--- config.mk ---
export PLATFORM = sky130hd
export DESIGN_NAME = prac_div
export DESIGN_NICKNAME = d
export VERILOG_FILES = /design/src/rtl/prac_pkg.sv /design/src/rtl/prac_div.sv
export SDC_FILE = /design/constraint.sdc
export NUM_CORES = 2
export LEC_CHECK = 0
export BUFFER_PORTS_ARGS = -buffer_cell sky130_fd_sc_hd__buf_2
export CAP_MARGIN = 10
export CORE_MARGIN = 8
export CORE_UTILIZATION = 35
export DETAILED_ROUTE_END_ITERATION = 10
export PLACE_DENSITY = 0.45
export SLEW_MARGIN = 15
export SYNTH_ARGS = -nofsm -noshare
export SYNTH_HDL_FRONTEND = slang
export SYNTH_SLANG_ARGS = --single-unit
--- constraint.sdc ---
create_clock -name clk -period 3.9 [get_ports clk]
set_input_delay 0.195 -clock clk [delete_from_list [all_inputs] [get_ports clk]]
set_output_delay 0.195 -clock clk [all_outputs]
set_load 0.1 [all_outputs]
--- src/rtl/prac_pkg.sv ---
// shared types and constants for the point rotation block
package prac_pkg;

    localparam int COORD_W     = 32;
    localparam int TRIG_W      = 18;
    localparam int TRIG_FRAC   = 16;
    localparam int D_W         = COORD_W + 1;
    localparam int SH_W        = $clog2(COORD_W);
    localparam int NORM_TOP    = COORD_W - 2;
    localparam int SQ_W        = 2 * COORD_W;
    localparam int ROOT_W      = COORD_W;
    localparam int SQRT_STAGES = ROOT_W;
    localparam int DVD_W       = COORD_W + TRIG_FRAC;
    localparam int Q_W         = TRIG_FRAC + 1;
    localparam int DIV_STAGES  = Q_W;
    localparam int U_W         = TRIG_FRAC + 2;
    localparam int K_W         = TRIG_W + 1;
    localparam int UU_W        = 2 * U_W;
    localparam int UUK_W       = UU_W + K_W;
    localparam int S_W         = TRIG_W + 3;
    localparam int MAT_W       = TRIG_W + 3;
    localparam int PRD_W       = D_W + MAT_W;
    localparam int ACC_W       = PRD_W + 2;
    localparam int CFG_IDX_W   = 2;

    localparam logic signed [TRIG_W-1:0] COS_RESET = TRIG_W'(1 << TRIG_FRAC);
    localparam logic signed [U_W-1:0]    U_ONE     = U_W'(1 << TRIG_FRAC);

    typedef enum logic [1:0] {
        OP_ROT_X    = 2'd0,
        OP_ROT_Y    = 2'd1,
        OP_ROT_Z    = 2'd2,
        OP_ROT_AXIS = 2'd3
    } op_t;

    typedef enum logic [CFG_IDX_W-1:0] {
        CFG_COS_ANGLE = 2'd0,
        CFG_SIN_ANGLE = 2'd1
    } cfg_idx_t;

    typedef struct packed {
        op_t                       op;
        logic                      inv;
        logic [2:0]                cneg;
        logic [2:0][D_W-1:0]       d;
        logic [2:0][COORD_W-1:0]   c;
    } side_t;

    typedef struct packed {
        logic [COORD_W-1:0] rotated_x;
        logic [COORD_W-1:0] rotated_y;
        logic [COORD_W-1:0] rotated_z;
        logic               axis_invalid;
    } res_t;

endpackage

--- src/rtl/prac_div.sv ---
// pipelined restoring divider, one quotient bit per stage
module prac_div (
    input  logic                          clk,
    input  logic                          en,
    input  logic [prac_pkg::DVD_W-1:0]    dvd,
    input  logic [prac_pkg::ROOT_W-1:0]   dvs,
    output logic [prac_pkg::Q_W-1:0]      quo
);

    localparam int N     = prac_pkg::DIV_STAGES;
    localparam int Q_W   = prac_pkg::Q_W;
    localparam int R_W   = prac_pkg::ROOT_W;
    localparam int DVD_W = prac_pkg::DVD_W;

    logic [R_W-1:0] rem_reg  [N-1];
    logic [Q_W-1:0] lo_reg   [N-1];
    logic [R_W-1:0] dvs_reg  [N-1];
    logic [Q_W-1:0] q_reg    [N];

    logic [R_W-1:0] rem_prev [N];
    logic [Q_W-1:0] lo_prev  [N];
    logic [R_W-1:0] dvs_prev [N];
    logic [Q_W-1:0] q_prev   [N];
    logic [R_W:0]   acc      [N];
    logic [R_W-1:0] rem_next [N];
    logic [Q_W-1:0] lo_next  [N];
    logic [Q_W-1:0] q_next   [N];

    always_comb
    begin
        rem_prev[0] = R_W'(dvd[DVD_W-1:Q_W]);
        lo_prev[0]  = dvd[Q_W-1:0];
        dvs_prev[0] = dvs;
        q_prev[0]   = '0;
        for (int k = 1; k < N; k++)
        begin
            rem_prev[k] = rem_reg[k-1];
            lo_prev[k]  = lo_reg[k-1];
            dvs_prev[k] = dvs_reg[k-1];
            q_prev[k]   = q_reg[k-1];
        end
        for (int k = 0; k < N; k++)
        begin
            acc[k] = {rem_prev[k], lo_prev[k][Q_W-1]};
            if (acc[k] >= {1'b0, dvs_prev[k]})
            begin
                rem_next[k] = R_W'(acc[k] - {1'b0, dvs_prev[k]});
                q_next[k]   = {q_prev[k][Q_W-2:0], 1'b1};
            end
            else
            begin
                rem_next[k] = acc[k][R_W-1:0];
                q_next[k]   = {q_prev[k][Q_W-2:0], 1'b0};
            end
            lo_next[k] = {lo_prev[k][Q_W-2:0], 1'b0};
        end
    end

    always_ff @(posedge clk)
    begin
        if (en)
        begin
            for (int k = 0; k < N; k++)
            begin
                q_reg[k] <= q_next[k];
            end
            for (int k = 0; k < N - 1; k++)
            begin
                rem_reg[k] <= rem_next[k];
                lo_reg[k]  <= lo_next[k];
                dvs_reg[k] <= dvs_prev[k];
            end
        end
    end

    assign quo = q_reg[N-1];

endmodule

==> run_results.csv <==
group,metric,value,unit
run_status,status,"finished clean",
place,place_inst,9518,
finish,area_delta_synth_final,18.97,%
timing,setup_ws,0.1105,ns
power_and_ir_drop,finalPower,72.03,mW
synthesis,synthAdderAreaFrac,0.09753,
timing,finalSetupViolCount,0,
timing,fin_worst_skew,0.03491,ns
worst_hold_path,min_from,"dvd[14]",
timing,slew_violations,0,
finish,instances_no_fill,9911,
worst_setup_path,crit_path_cell_trace,"inv_2, ha_4, a21o_1, a31oi_4, and2_4, o211ai_1, o211ai_1, a31o_2, o31ai_4, nand3_2, a21oi_1, buf_4, nor4_4, buf_6, buf_4, buf_12, mux2_2",
drt,detail_route.first_pass.iterations,5,
worst_setup_path,reg2reg_depth,17,
worst_setup_path,cp.required,4.43,ns
synthesis,yosys-top-cells-area,"edfxtp_1 (54%), ha_1 (9.3%), mux2_2 (3.9%)",
floorplanning,rows,167,
worst_setup_path,cp_max_fo,16,
clocking,clock_sinks,1313,
place,gp_congestion,0.9457,
finish,nNetsFinal,7647,
power_and_ir_drop,p_leak,35.61,nW
floorplanning,die_area,223700,um^2
global_routing,grt_usage,0.1644,
place,place_area,80320,um^2
drt,drtAntennaViolNets,0,
worst_hold_path,holdPathEnd,"lo_reg[0][14]",
worst_setup_path,cp-end-kind,"register",
place,hpwl,148.0,mm
synthesis,synthSimpleGateAreaFrac,0.08644,
timing,fin_tns_setup,0,ns
finish,final_common_cell,"edfxtp_1",
synthesis,netlist_area,73070,um^2
synthesis,yosysWarningCount,0,
floorplanning,coreArea,207300,um^2
worst_setup_path,r2r_slack,0.11,ns
clocking,numCtsBuffers,161,
synthesis,async_flop_share,0,
timing,whs,0.1152,ns
place,portBuffers,98,
synthesis,synth_top_family_by_area,"compound AO/OA/AOI/OAI gates",
synthesis,synth_edf_count,1313,
worst_setup_path,cp-start-kind,"register",
clocking,cts.clk_slew.worst_paths,0.06,ns
worst_setup_path,r2r-start,"dvs_reg[0][100]",
floorplanning,initial_utilization,0.3525,
timing,worst_slew_pin_slew,0.8314,ns
synthesis,synth_compound_area_frac,0.1411,
worst_setup_path,crit_type,"register to register",
clocking,cts_tree,"yes",
timing,max_slew_margin,0.4314,
power_and_ir_drop,power.density,828.5,nW/um^2
global_routing,antenna_found_initial,4,
finish,design_area,86930,um^2
synthesis,synth_top_area_cell,"edfxtp_1",
synthesis,yosys.area_share.xor_xnor,0.05190,
synthesis,synth_nets,6976,
synthesis,syn_avg_cell_area,11.54,um^2
worst_setup_path,r2r-end,"rem_reg[0][133]",
drt,vias_per_cell,4.944,
global_routing,grt_pass1_vias,52010,
synthesis,syn_inst,6334,
floorplanning,fp.dieW,472.9,um
place,dp_slack,-0.4593,ns
global_routing,grt_pass1_wl,288.3,mm
timing,report.final.hold_viol_count,0,
worst_setup_path,critPathSlowestCell,"edfxtp_1",
clocking,clock_latency,0.80,ns
global_routing,overflow,0,
synthesis,ys_types,89,
worst_setup_path,crit_path_max_incr_delay,0.41,ns
finish,final_cell_mix,"edfxtp_1 (1313), inv_1 (658), ha_1 (534)",
synthesis,synth_mux_area_frac,0.04147,
synthesis,synth_seq_cells,1313,
drt,wire_per_inst,19.05,um
finish,postLayoutCoreUtil,0.4194,
drt,drt_iter0_markers,2210,
synthesis,synth_top_cell_area_share,0.5396,
power_and_ir_drop,vdd_drop_max,0.5319,mV
global_routing,grt_max_degree,139,
drt,vias,49000,
floorplanning,ios,99,
timing,fmax,0.2639,GHz
clocking,cts_buffer_depth,3,
timing,min_period,3.790,ns
job,maxCapViolations,0,
synthesis,seq_area_frac_synth,0.5396,
timing,fin_crit_sh,0.9717,
worst_hold_path,hold_depth,2,
worst_setup_path,critPathArrivalTime,4.32,ns
clocking,cts_root_buffer,"clkbuf_16",
synthesis,synth_ff_type,"edfxtp_1",
drt,finalWirelength,188.8,mm
floorplanning,die_h,472.9,um
worst_hold_path,hold_path.class,"input port to register",
finish,drive_above_1_share,0.1647,
drt,route.detailed.drc,0,
clocking,htree_levels,4,
[kinds of logic (layout without fill, tap and decap cells)]
logic type                 count (synthesis)  after routing
other                                      0              1
adders and majority gates                560            560
AOI/OAI and AO/OA                       1635           1635
muxes                                    271            271
buffers and inverters                    804           1592
and+or+nand+nor                         1318           1318
xor gates and xnor gates                 433            433
DFF                                     1313           1313
[worst max-delay path, delay by kind of cell (launching register included)]
| kind | cells | cell delay [ns] |
|---|---|---|
| buf+inv | 5 | 0.67 |
| fa+ha+maj | 1 | 0.22 |
| compound gates | 7 | 1.26 |
| mux | 1 | 0.37 |
| flops | 1 | 0.41 |
| simple gates | 3 | 0.55 |
[synthesized netlist by cell type (all sizes together) (80+ instances only)]
master / number
nand3: 97
mux2: 254
inv: 660
nor2: 365
nand4: 80
clkbuf: 106
xnor2: 265
a21o: 261
o21ai: 377
nor2b: 89
xor2: 168
nand2: 365
a21oi: 520
ha: 544
edfxtp: 1313
[worst max path at each step]
stage	startpoint	end	slack (ns)	depth (start not counted)
after floorplan	dvs_reg[1][33]	rem_reg[1][88]	0.38	14
after global placement	dvs_reg[1][33]	rem_reg[1][69]	-0.42	14
after detailed placement	dvs_reg[1][33]	rem_reg[1][69]	-0.46	14
after CTS	rem_reg[1][8]	rem_reg[1][49]	0.003	13
after global routing	dvs_reg[0][97]	rem_reg[0][133]	-0.003	17
final	dvs_reg[0][100]	rem_reg[0][133]	0.11	17
[layer usage]
metal / track usage / vias to the layer above / wire [um]
li1: - / 24620 / -
met1: 0.1460 / 23130 / 63920
met2: 0.3389 / 768 / 106900
met3: 0.02241 / 476 / 4388
met4: 0.1061 / 0 / 13580
met5: 0 / - / 0
[where the power goes]
part	leakage (nW)	switching (mW)	internal (mW)
sequential	12.8	2.07	20.8
combinational	20.4	18.5	16.4
clock	2.41	5.88	8.36
[final cells by class]
class                   count  area [um^2]
clock buffers             207         4265
repair buffers            652         5416
fillers                 19620       120300
diodes                      1        2.502
inverters                 660         2480
clock inverters            73        699.4
well taps                2788         3488
flip-flops and latches   1313        39430
multi-input cells        4217        31150
[what timing repair did]
action,in CTS,in global routing
hold endpoints to repair,129,0
resized for setup,43,61
pin swaps,18,31
setup buffers,15,14
endpoints found under the setup margin,139,340
cloned,1,2
hold buffers,81,0
Power figures use the tool's default switching activity.
